--- config.mk ---
export PLATFORM = sky130hd
export DESIGN_NAME = polygon_support_point_core
export DESIGN_NICKNAME = d
export VERILOG_FILES = /design/src/hw/rtl/pss_pkg.sv /design/src/hw/rtl/polygon_support_point_core.sv /design/src/hw/rtl/pss_ram.sv /design/src/hw/rtl/pss_mac.sv
export SDC_FILE = /design/constraint.sdc
export NUM_CORES = 2
export LEC_CHECK = 0
export BUFFER_PORTS_ARGS = -buffer_cell sky130_fd_sc_hd__buf_4
export CAP_MARGIN = 10
export CORE_MARGIN = 2
export CORE_UTILIZATION = 40
export CTS_CLUSTER_DIAMETER = 150
export DETAILED_ROUTE_END_ITERATION = 12
export GPL_TIMING_DRIVEN = 0
export HOLD_SLACK_MARGIN = 0.06
export PLACE_DENSITY_LB_ADDON = 0.05
export SYNTH_ARGS = -nofsm -noshare
export SYNTH_HDL_FRONTEND = slang
export SYNTH_HIERARCHICAL = 1
export SYNTH_SLANG_ARGS = --single-unit
--- constraint.sdc ---
create_clock -name i_clk -period 18.6 [get_ports i_clk]
set_input_delay 3.72 -clock i_clk [delete_from_list [all_inputs] [get_ports i_clk]]
set_output_delay 3.72 -clock i_clk [all_outputs]
set_load 0.005 [all_outputs]
--- src/hw/rtl/pss_pkg.sv ---
// Shared types and constants for the polygon support point core.
`default_nettype none
package pss_pkg;

    localparam int MAX_VERTICES = 16;
    localparam int VIDX_W       = $clog2(MAX_VERTICES);
    localparam int CNT_W        = $clog2(MAX_VERTICES + 1);

    localparam int COORD_W = 32;
    localparam int ROT_W   = 16;
    localparam int VCNT_W  = 5;
    localparam int IDX_W   = 4;
    localparam int PROD_W  = 2 * COORD_W;
    localparam int ACC_W   = PROD_W + 1;
    localparam int Q_FRAC  = 14;
    localparam int ROT_MSB = COORD_W + ROT_W;
    localparam int SUM_W   = ROT_MSB - Q_FRAC + 2;

    localparam int S_DATA_W = 72;
    localparam int M_DATA_W = 64;

    localparam int CFG_IDX_W  = 3;
    localparam int CFG_DATA_W = 32;

    localparam logic [CFG_IDX_W-1:0] CFG_POS_X   = 3'd0;
    localparam logic [CFG_IDX_W-1:0] CFG_POS_Y   = 3'd1;
    localparam logic [CFG_IDX_W-1:0] CFG_ROT_COS = 3'd2;
    localparam logic [CFG_IDX_W-1:0] CFG_ROT_SIN = 3'd3;
    localparam logic [CFG_IDX_W-1:0] CFG_VCOUNT  = 3'd4;

    localparam logic CMD_WRITE = 1'b0;
    localparam logic CMD_QUERY = 1'b1;

    localparam logic signed [ROT_W-1:0] ROT_ONE = 16'sd16384;

    typedef enum logic [1:0] {
        ACC_HOLD = 2'd0,
        ACC_LOAD = 2'd1,
        ACC_ADD  = 2'd2,
        ACC_SUB  = 2'd3
    } t_acc_op;

    typedef struct packed {
        logic    mul_en;
        t_acc_op acc_op;
    } t_mac_ctl;

endpackage
`default_nettype wire

--- src/hw/rtl/polygon_support_point_core.sv ---
// Top level: vertex table, query sequencer and result register.
// A query walks the n vertices in use (n is clamped to at most 16) in turn and then
// presents its result; if n is 0, the empty result is valid the cycle after acceptance.
// One query is taken at a time; each vertex takes ten sequencer steps on the single
// shared multiplier and accumulator. Ready returns the cycle after the result is taken.
// Reset (synchronous, active low) sets control and config registers to defaults; the
// datapath and vertex table keep no reset; the table holds garbage until written.
`default_nettype none
module polygon_support_point_core
    import pss_pkg::*;
(
    input  wire logic                  i_clk,
    input  wire logic                  i_rst_n,
    input  wire logic                  i_s_axis_tvalid,
    output logic                       o_s_axis_tready,
    // [3:0] index, [35:4] coord_x, [67:36] coord_y, [71:68] zero
    input  wire logic [S_DATA_W-1:0]   i_s_axis_tdata,
    // [0] cmd
    input  wire logic                  i_s_axis_tuser,
    output logic                       o_m_axis_tvalid,
    input  wire logic                  i_m_axis_tready,
    // [31:0] support_x, [63:32] support_y
    output logic      [M_DATA_W-1:0]   o_m_axis_tdata,
    // [0] empty_res
    output logic                       o_m_axis_tuser,
    input  wire logic                  i_cfg_valid,
    output logic                       o_cfg_ready,
    input  wire logic [CFG_IDX_W-1:0]  i_cfg_index,
    input  wire logic [CFG_DATA_W-1:0] i_cfg_data
);

    typedef enum logic [11:0] {
        ST_IDLE = 12'b0000_0000_0001,
        ST_RD   = 12'b0000_0000_0010,
        ST_MCX  = 12'b0000_0000_0100,
        ST_MSY  = 12'b0000_0000_1000,
        ST_MSX  = 12'b0000_0001_0000,
        ST_MCY  = 12'b0000_0010_0000,
        ST_MDX  = 12'b0000_0100_0000,
        ST_MDY  = 12'b0000_1000_0000,
        ST_MDM  = 12'b0001_0000_0000,
        ST_DOT  = 12'b0010_0000_0000,
        ST_CMP  = 12'b0100_0000_0000,
        ST_OUT  = 12'b1000_0000_0000
    } t_state;

    t_state r_state, n_state;

    logic signed [COORD_W-1:0] r_pos_x, r_pos_y;
    logic signed [ROT_W-1:0]   r_rot_cos, r_rot_sin;
    logic        [VCNT_W-1:0]  r_vcount;

    logic [CNT_W-1:0] r_idx, n_idx;
    logic [CNT_W-1:0] r_n, n_n;
    logic             r_have, n_have;
    logic             r_empty, n_empty;

    logic signed [COORD_W-1:0] r_dir_x, n_dir_x, r_dir_y, n_dir_y;
    logic signed [COORD_W-1:0] r_tx, n_tx, r_ty, n_ty;
    logic signed [COORD_W-1:0] r_best_x, n_best_x, r_best_y, n_best_y;
    logic signed [ACC_W-1:0]   r_best, n_best;

    logic                      in_req, out_req, is_query;
    logic [IDX_W-1:0]          in_index;
    logic signed [COORD_W-1:0] in_x, in_y;
    logic [CNT_W-1:0]          clamp_n, idx_inc;

    logic                      ram_we, ram_re;
    logic [2*COORD_W-1:0]      ram_rdata;
    logic signed [COORD_W-1:0] vx, vy;

    t_mac_ctl                  mac_ctl;
    logic signed [COORD_W-1:0] op_a, op_b, mac_offset, mac_sat;
    logic signed [ACC_W-1:0]   mac_acc;
    logic                      better;

    assign in_index = i_s_axis_tdata[IDX_W-1:0];
    assign in_x     = i_s_axis_tdata[IDX_W+COORD_W-1:IDX_W];
    assign in_y     = i_s_axis_tdata[IDX_W+2*COORD_W-1:IDX_W+COORD_W];
    assign is_query = (i_s_axis_tuser == CMD_QUERY);

    assign o_s_axis_tready = (r_state == ST_IDLE);
    assign o_m_axis_tvalid = (r_state == ST_OUT);
    assign o_cfg_ready     = 1'b1;
    assign in_req  = i_s_axis_tvalid && o_s_axis_tready;
    assign out_req = o_m_axis_tvalid && i_m_axis_tready;

    assign clamp_n = (32'(r_vcount) > MAX_VERTICES) ? CNT_W'(MAX_VERTICES)
                                                     : CNT_W'(r_vcount);
    assign idx_inc = r_idx + CNT_W'(1);

    assign ram_we = in_req && !is_query && (32'(in_index) < MAX_VERTICES);
    assign ram_re = (r_state == ST_RD);
    assign vx = ram_rdata[COORD_W-1:0];
    assign vy = ram_rdata[2*COORD_W-1:COORD_W];

    pss_ram #(
        .WIDTH (2 * COORD_W),
        .DEPTH (MAX_VERTICES)
    ) u_vtab (
        .i_clk   (i_clk),
        .i_we    (ram_we),
        .i_waddr (VIDX_W'(in_index)),
        .i_wdata ({in_y, in_x}),
        .i_re    (ram_re),
        .i_raddr (r_idx[VIDX_W-1:0]),
        .o_rdata (ram_rdata)
    );

    pss_mac u_mac (
        .i_clk    (i_clk),
        .i_ctl    (mac_ctl),
        .i_op_a   (op_a),
        .i_op_b   (op_b),
        .i_offset (mac_offset),
        .o_acc    (mac_acc),
        .o_sat    (mac_sat)
    );

    assign mac_offset = (r_state == ST_MCY) ? r_pos_x : r_pos_y;
    assign better     = !r_have || (mac_acc > r_best);

    // operand select and accumulate op per step
    always_comb begin
        mac_ctl = '{mul_en: 1'b0, acc_op: ACC_HOLD};
        op_a    = COORD_W'(r_rot_cos);
        op_b    = vx;
        case (r_state)
            ST_MCX: begin
                mac_ctl.mul_en = 1'b1;
            end
            ST_MSY: begin
                mac_ctl = '{mul_en: 1'b1, acc_op: ACC_LOAD};
                op_a    = COORD_W'(r_rot_sin);
                op_b    = vy;
            end
            ST_MSX: begin
                mac_ctl = '{mul_en: 1'b1, acc_op: ACC_SUB};
                op_a    = COORD_W'(r_rot_sin);
            end
            ST_MCY: begin
                mac_ctl = '{mul_en: 1'b1, acc_op: ACC_LOAD};
                op_b    = vy;
            end
            ST_MDX: begin
                mac_ctl = '{mul_en: 1'b1, acc_op: ACC_ADD};
                op_a    = r_tx;
                op_b    = r_dir_x;
            end
            ST_MDY: begin
                mac_ctl.acc_op = ACC_LOAD;
            end
            ST_MDM: begin
                mac_ctl.mul_en = 1'b1;
                op_a           = r_ty;
                op_b           = r_dir_y;
            end
            ST_DOT: begin
                mac_ctl.acc_op = ACC_ADD;
            end
            default: begin
                mac_ctl = '{mul_en: 1'b0, acc_op: ACC_HOLD};
            end
        endcase
    end

    always_comb begin
        n_state  = r_state;
        n_idx    = r_idx;
        n_n      = r_n;
        n_have   = r_have;
        n_empty  = r_empty;
        n_dir_x  = r_dir_x;
        n_dir_y  = r_dir_y;
        n_tx     = r_tx;
        n_ty     = r_ty;
        n_best   = r_best;
        n_best_x = r_best_x;
        n_best_y = r_best_y;
        case (r_state)
            ST_IDLE: begin
                if (in_req && is_query) begin
                    n_dir_x  = in_x;
                    n_dir_y  = in_y;
                    n_n      = clamp_n;
                    n_idx    = '0;
                    n_have   = 1'b0;
                    n_best_x = '0;
                    n_best_y = '0;
                    n_empty  = (clamp_n == '0);
                    n_state  = (clamp_n == '0) ? ST_OUT : ST_RD;
                end
            end
            ST_RD:  n_state = ST_MCX;
            ST_MCX: n_state = ST_MSY;
            ST_MSY: n_state = ST_MSX;
            ST_MSX: n_state = ST_MCY;
            ST_MCY: begin
                n_tx    = mac_sat;
                n_state = ST_MDX;
            end
            ST_MDX: n_state = ST_MDY;
            ST_MDY: begin
                n_ty    = mac_sat;
                n_state = ST_MDM;
            end
            ST_MDM: n_state = ST_DOT;
            ST_DOT: n_state = ST_CMP;
            ST_CMP: begin
                if (better) begin
                    n_have   = 1'b1;
                    n_best   = mac_acc;
                    n_best_x = r_tx;
                    n_best_y = r_ty;
                end
                n_idx   = idx_inc;
                n_state = (idx_inc == r_n) ? ST_OUT : ST_RD;
            end
            ST_OUT: begin
                if (out_req) begin
                    n_state = ST_IDLE;
                end
            end
            default: n_state = ST_IDLE;
        endcase
    end

    always_ff @(posedge i_clk) begin
        if (!i_rst_n) begin
            r_state   <= ST_IDLE;
            r_idx     <= '0;
            r_n       <= '0;
            r_have    <= 1'b0;
            r_empty   <= 1'b0;
            r_pos_x   <= '0;
            r_pos_y   <= '0;
            r_rot_cos <= ROT_ONE;
            r_rot_sin <= '0;
            r_vcount  <= '0;
        end else begin
            r_state <= n_state;
            r_idx   <= n_idx;
            r_n     <= n_n;
            r_have  <= n_have;
            r_empty <= n_empty;
            if (i_cfg_valid && o_cfg_ready) begin
                case (i_cfg_index)
                    CFG_POS_X:   r_pos_x   <= i_cfg_data;
                    CFG_POS_Y:   r_pos_y   <= i_cfg_data;
                    CFG_ROT_COS: r_rot_cos <= i_cfg_data[ROT_W-1:0];
                    CFG_ROT_SIN: r_rot_sin <= i_cfg_data[ROT_W-1:0];
                    CFG_VCOUNT:  r_vcount  <= i_cfg_data[VCNT_W-1:0];
                    default: ;
                endcase
            end
        end
    end

    always_ff @(posedge i_clk) begin
        r_dir_x  <= n_dir_x;
        r_dir_y  <= n_dir_y;
        r_tx     <= n_tx;
        r_ty     <= n_ty;
        r_best   <= n_best;
        r_best_x <= n_best_x;
        r_best_y <= n_best_y;
    end

    assign o_m_axis_tdata = {r_best_y, r_best_x};
    assign o_m_axis_tuser = r_empty;

    a_idx_in_range: assert property (@(posedge i_clk) disable iff (!i_rst_n)
        r_idx <= r_n)
        else $error("vertex counter past vertex count");

    a_empty_fast: assert property (@(posedge i_clk) disable iff (!i_rst_n)
        (in_req && is_query && clamp_n == '0) |=> (o_m_axis_tvalid && o_m_axis_tuser))
        else $error("empty query did not answer next cycle");

    a_result_had_vertex: assert property (@(posedge i_clk) disable iff (!i_rst_n)
        (o_m_axis_tvalid && !o_m_axis_tuser) |-> r_have)
        else $error("non-empty result without any vertex compared");

    a_ready_after_result: assert property (@(posedge i_clk) disable iff (!i_rst_n)
        out_req |=> o_s_axis_tready)
        else $error("not ready after result was taken");

    a_no_write_busy: assert property (@(posedge i_clk) disable iff (!i_rst_n)
        ram_we |-> (r_state == ST_IDLE))
        else $error("vertex table written during a query");

endmodule
`default_nettype wire

--- src/hw/rtl/pss_ram.sv ---
// Generic single-write, single-read RAM with registered read data.
`default_nettype none
module pss_ram #(
    parameter int WIDTH = 64,
    parameter int DEPTH = 16
) (
    input  wire logic                     i_clk,
    input  wire logic                     i_we,
    input  wire logic [$clog2(DEPTH)-1:0] i_waddr,
    input  wire logic [WIDTH-1:0]         i_wdata,
    input  wire logic                     i_re,
    input  wire logic [$clog2(DEPTH)-1:0] i_raddr,
    output logic      [WIDTH-1:0]         o_rdata
);

    logic [WIDTH-1:0] r_mem [DEPTH];

    always_ff @(posedge i_clk) begin
        if (i_we) begin
            r_mem[i_waddr] <= i_wdata;
        end
        if (i_re) begin
            o_rdata <= r_mem[i_raddr];
        end
    end

endmodule
`default_nettype wire

--- src/hw/rtl/pss_mac.sv ---
// Shared multiply-accumulate unit with Q14 floor, offset add and saturation.
`default_nettype none
module pss_mac
    import pss_pkg::*;
(
    input  wire logic                       i_clk,
    input  wire t_mac_ctl                   i_ctl,
    input  wire logic signed [COORD_W-1:0]  i_op_a,
    input  wire logic signed [COORD_W-1:0]  i_op_b,
    input  wire logic signed [COORD_W-1:0]  i_offset,
    output logic signed      [ACC_W-1:0]    o_acc,
    output logic signed      [COORD_W-1:0]  o_sat
);

    logic signed [PROD_W-1:0] r_prod;
    logic signed [ACC_W-1:0]  r_acc;
    logic signed [ACC_W-1:0]  prod_ext;
    logic signed [SUM_W-1:0]  sum;

    assign prod_ext = {r_prod[PROD_W-1], r_prod};

    always_ff @(posedge i_clk) begin
        if (i_ctl.mul_en) begin
            r_prod <= i_op_a * i_op_b;
        end
        case (i_ctl.acc_op)
            ACC_LOAD: r_acc <= prod_ext;
            ACC_ADD:  r_acc <= r_acc + prod_ext;
            ACC_SUB:  r_acc <= r_acc - prod_ext;
            default:  r_acc <= r_acc;
        endcase
    end

    // arithmetic shift of the exact rotation sum is the floor division
    assign sum = {r_acc[ROT_MSB], r_acc[ROT_MSB:Q_FRAC]}
               + {{(SUM_W-COORD_W){i_offset[COORD_W-1]}}, i_offset};

    always_comb begin
        if (sum[SUM_W-1:COORD_W-1] == {(SUM_W-COORD_W+1){1'b0}} ||
            sum[SUM_W-1:COORD_W-1] == {(SUM_W-COORD_W+1){1'b1}}) begin
            o_sat = sum[COORD_W-1:0];
        end else if (sum[SUM_W-1]) begin
            o_sat = {1'b1, {(COORD_W-1){1'b0}}};
        end else begin
            o_sat = {1'b0, {(COORD_W-1){1'b1}}};
        end
    end

    assign o_acc = r_acc;

endmodule
`default_nettype wire
==> impl_metrics.json <==
{
  "run_status": "complete, no violations",
  "worstPathArrival_ps": 13020,
  "post_cts.repair.setup_buffers": 0,
  "cts.hold.buffers_added": 0,
  "holdPathStages": 2,
  "critPathKind": "reg -> reg",
  "clock_path_buffers": 4,
  "clk_pin_slew_worst_paths_ps": 60,
  "drt_pre_antenna_iters": 8,
  "grt_first_pass_wirelength_mm": 517,
  "wire_per_inst_um": 29.5,
  "floorplan.initialDensity_pct": 40.2,
  "critical_path.startpoint_type": "register",
  "ys_seq_elements": 1599,
  "worstMarginPinSlew_ps": 1360,
  "rows": 187,
  "crit_top_cell": "sky130_fd_sc_hd__fa_1",
  "cts.sink_count": 1599,
  "rsz0062_at_grt": "no",
  "clock_tree.htree_level_count": 4,
  "synth_most_common_cell": "sky130_fd_sc_hd__edfxtp_1",
  "grt_pass1_vias": 70504,
  "timing_hold_violations_final": 0,
  "vias": 67504,
  "detail_route.iter0.violations": 5888,
  "finalMaxSlewViolations": 0,
  "ys_dominant_reg_cell": "sky130_fd_sc_hd__edfxtp_1",
  "antenna_found_initial": 44,
  "grt_overflow": 0,
  "finalWorstPathRequiredPeriod_ps": 12430,
  "p_leak_nw": 45.6,
  "net_total_in_the_final_layout": 10262,
  "die_x_um": 514,
  "postRouteWirelength_mm": 362,
  "die_h_um": 514,
  "largest_net_degree_at_the_start_of_global_routing": 63,
  "setup_viol_count_final": 0,
  "synthTopCellsByCount": "1,474 x sky130_fd_sc_hd__edfxtp_1, 1,084 x sky130_fd_sc_hd__fa_1, 1,055 x sky130_fd_sc_hd__inv_1",
  "hpwlAfterDp_mm": 285,
  "die-area_sq_um": 265000,
  "fin_hold_ws_ps": 454,
  "synth_async_reset_ratio_pct": 0,
  "yosysSeqAreaShare_pct": 44.9,
  "fillerInstances": 23987,
  "timing.hold.worst.class": "reg -> reg",
  "syn_warnings": 6,
  "power-per-cell-area_nw_per_um2": 77.6,
  "ctsResizeCount": 0,
  "synth.distinct_cells": 98,
  "post-synth-top-area-cell": "sky130_fd_sc_hd__edfxtp_1",
  "synthDominantCellAreaShare_pct": 42.5,
  "tritoncts": "built",
  "max_slew_headroom_pct": 9.33,
  "drt_drc_violations_left": 0,
  "clock_insertion_delay_worst_skew_ps": 870,
  "layout-drive-gt1-share_pct": 10.9,
  "final_total_negative_setup_slack_ps": 0,
  "achievable-frequency_mhz": 80.4,
  "drtAntennaViolNets": 0,
  "clk_root_buffer_cell": "sky130_fd_sc_hd__clkbuf_16",
  "critPathSlowestCell": "sky130_fd_sc_hd__fa_1",
  "design.core.area_sq_um": 259000,
  "clock_skew_ps": 103,
  "cp_slowest_stage_delay_ps": 1090,
  "cp_required_ps": 19190,
  "post_synth_instance_area_sq_um": 104000,
  "path_max_fanout": 13,
  "max_cap_violations": 0,
  "num_ports": 181,
  "syn_inst": 8255,
  "cts_buffers": 180,
  "ff2ff_path_depth": 30,
  "buffer_ports.inserted": 175,
  "syn2layout_area_growth_pct": 12.6,
  "globalplace.congestion": 0.959,
  "vdd_ir_drop_max_mv": 0.112,
  "synth.area.top_cells": "sky130_fd_sc_hd__edfxtp_1 42%, sky130_fd_sc_hd__fa_1 21%, sky130_fd_sc_hd__mux4_2 5.5%, sky130_fd_sc_hd__ha_1 4.2%, sky130_fd_sc_hd__inv_1 3.8%",
  "vias_per_cell": 5.50,
  "post-route-period-util_pct": 66.9,
  "syn_nets": 9802,
  "synth_enable_flop_cells": 1474,
  "grt_use_total_pct": 27.5,
  "postSynthAreaPerCell_sq_um": 12.6,
  "end_kind": "register"
}
-- critical path: cells and delay by family (launching register included) --
kind	cells	cell delay, ps
AND/OR/NAND/NOR	7	2440
AO/OA/AOI/OAI	4	1410
buffers and inverters	9	2370
XOR/XNOR	1	250
adder cells (fa/ha/maj)	9	5400
flip-flops	1	300
-- placed cells by master, fill, tap and decap left out, types with 37 or more instances in the layout --
cell type | netlist | layout
sky130_fd_sc_hd__edfxtp_1 | 1474 | 1474
sky130_fd_sc_hd__fa_1 | 1084 | 1084
sky130_fd_sc_hd__inv_1 | 1055 | 1054
sky130_fd_sc_hd__nand2_1 | 1022 | 1022
sky130_fd_sc_hd__and2_1 | 603 | 603
sky130_fd_sc_hd__clkbuf_1 | 336 | 367
sky130_fd_sc_hd__ha_1 | 350 | 350
sky130_fd_sc_hd__a21oi_1 | 342 | 338
sky130_fd_sc_hd__mux4_2 | 256 | 256
sky130_fd_sc_hd__nor2_1 | 220 | 206
sky130_fd_sc_hd__buf_4 | 13 | 194
sky130_fd_sc_hd__clkbuf_16 | 0 | 183
sky130_fd_sc_hd__o21ai_0 | 158 | 158
sky130_fd_sc_hd__a22oi_1 | 151 | 151
sky130_fd_sc_hd__xnor2_1 | 138 | 138
sky130_fd_sc_hd__dfxtp_1 | 125 | 125
sky130_fd_sc_hd__xor2_1 | 93 | 93
sky130_fd_sc_hd__a21o_1 | 91 | 91
sky130_fd_sc_hd__nand3_1 | 67 | 67
sky130_fd_sc_hd__buf_6 | 14 | 54
sky130_fd_sc_hd__mux2_2 | 47 | 47
sky130_fd_sc_hd__clkinv_1 | 0 | 46
sky130_fd_sc_hd__nor3_1 | 48 | 44
sky130_fd_sc_hd__nand4_1 | 39 | 39
sky130_fd_sc_hd__buf_2 | 37 | 37
-- stage by stage --
step                      setup slack [ps]  instances  cell area, sq um  power [mW]  utilization [%]
after global placement                2560      11832            110000        5.72             42.3
after CTS                             6170      12245            117000        9.21             45.2
after detailed placement              6250      11930            112000        5.75             43.0
after floorplan                       9000       8255            104000        5.10                -
after global routing                  5400      12257            117000        9.48             45.2
final                                 6170      12270            117000        9.11             45.2
-- where the power goes --
group          switching (mW)  internal (mW)  leakage [nW]
registers              0.0491           4.04          14.3
clock network            1.44           2.02          2.75
logic                   0.986          0.576          28.6
-- metal layers --
metal | up-vias | track usage, % | routed length [um]
li1 | 29076 | - | -
met1 | 35706 | 35.3 | 145000
met2 | 2139 | 45.9 | 176000
met3 | 553 | 4.29 | 21800
met4 | 30 | 12.2 | 18800
met5 | - | 0 | 186
-- layout make-up --
type / instances / area, sq um / share of cell area, %
Multi-Input combinational cell: 5175 / 51900 / 44.2
Sequential cell: 1599 / 46800 / 39.8
Clock buffer: 218 / 4740 / 4.04
Tap cell: 3402 / 4260 / 3.63
Inverter: 1059 / 3980 / 3.39
Timing Repair Buffer: 278 / 3010 / 2.56
Buffer: 422 / 1790 / 1.52
Clock inverter: 97 / 873 / 0.744
Antenna cell: 20 / 50.0 / 0.0426
-- path summary, 6_finish.rpt --
| path | from | to | slack [ps] |
|---|---|---|---|
| setup / recovery | r_state[5]$_SDFFE_PN0P_ | u_mac/r_prod[57]$_DFFE_PP_ | 6170 |
| hold / removal | r_pos_x[13]$_SDFFE_PN0P_ | r_pos_x[13]$_SDFFE_PN0P_ | 450 |
| setup reg to reg | r_state[5]$_SDFFE_PN0P_ | u_mac/r_prod[57]$_DFFE_PP_ | 6170 |
| hold reg to reg | r_pos_x[13]$_SDFFE_PN0P_ | r_pos_x[13]$_SDFFE_PN0P_ | 450 |
-- flip-flops by register name, indices dropped and copies added, names as in the netlist --
register	flops
u_vtab/r_mem	1024
r_best_x	32
u_mac/r_prod	64
r_best	65
r_pos_y	32
r_rot_sin	16
u_vtab/o_rdata	64
r_pos_x	32
u_mac/o_acc	65
r_have	1
r_state	12
r_idx	5
r_rot_cos	16
r_ty	32
r_vcount	5
r_best_y	32
r_dir_y	32
r_n	5
r_tx	32
r_dir_x	32
o_m_axis_tuser	1
-- cell families after synthesis --
group                      synth area share, %
and+or+nand+nor                           10.2
DFF                                       44.9
buffers and inverters                     5.53
adders and majority gates                 25.0
AOI/OAI and AO/OA                         6.32
muxes                                     6.15
xor gates and xnor gates                  1.94
other                                  0.00360
(Power assumes the default switching activity.)
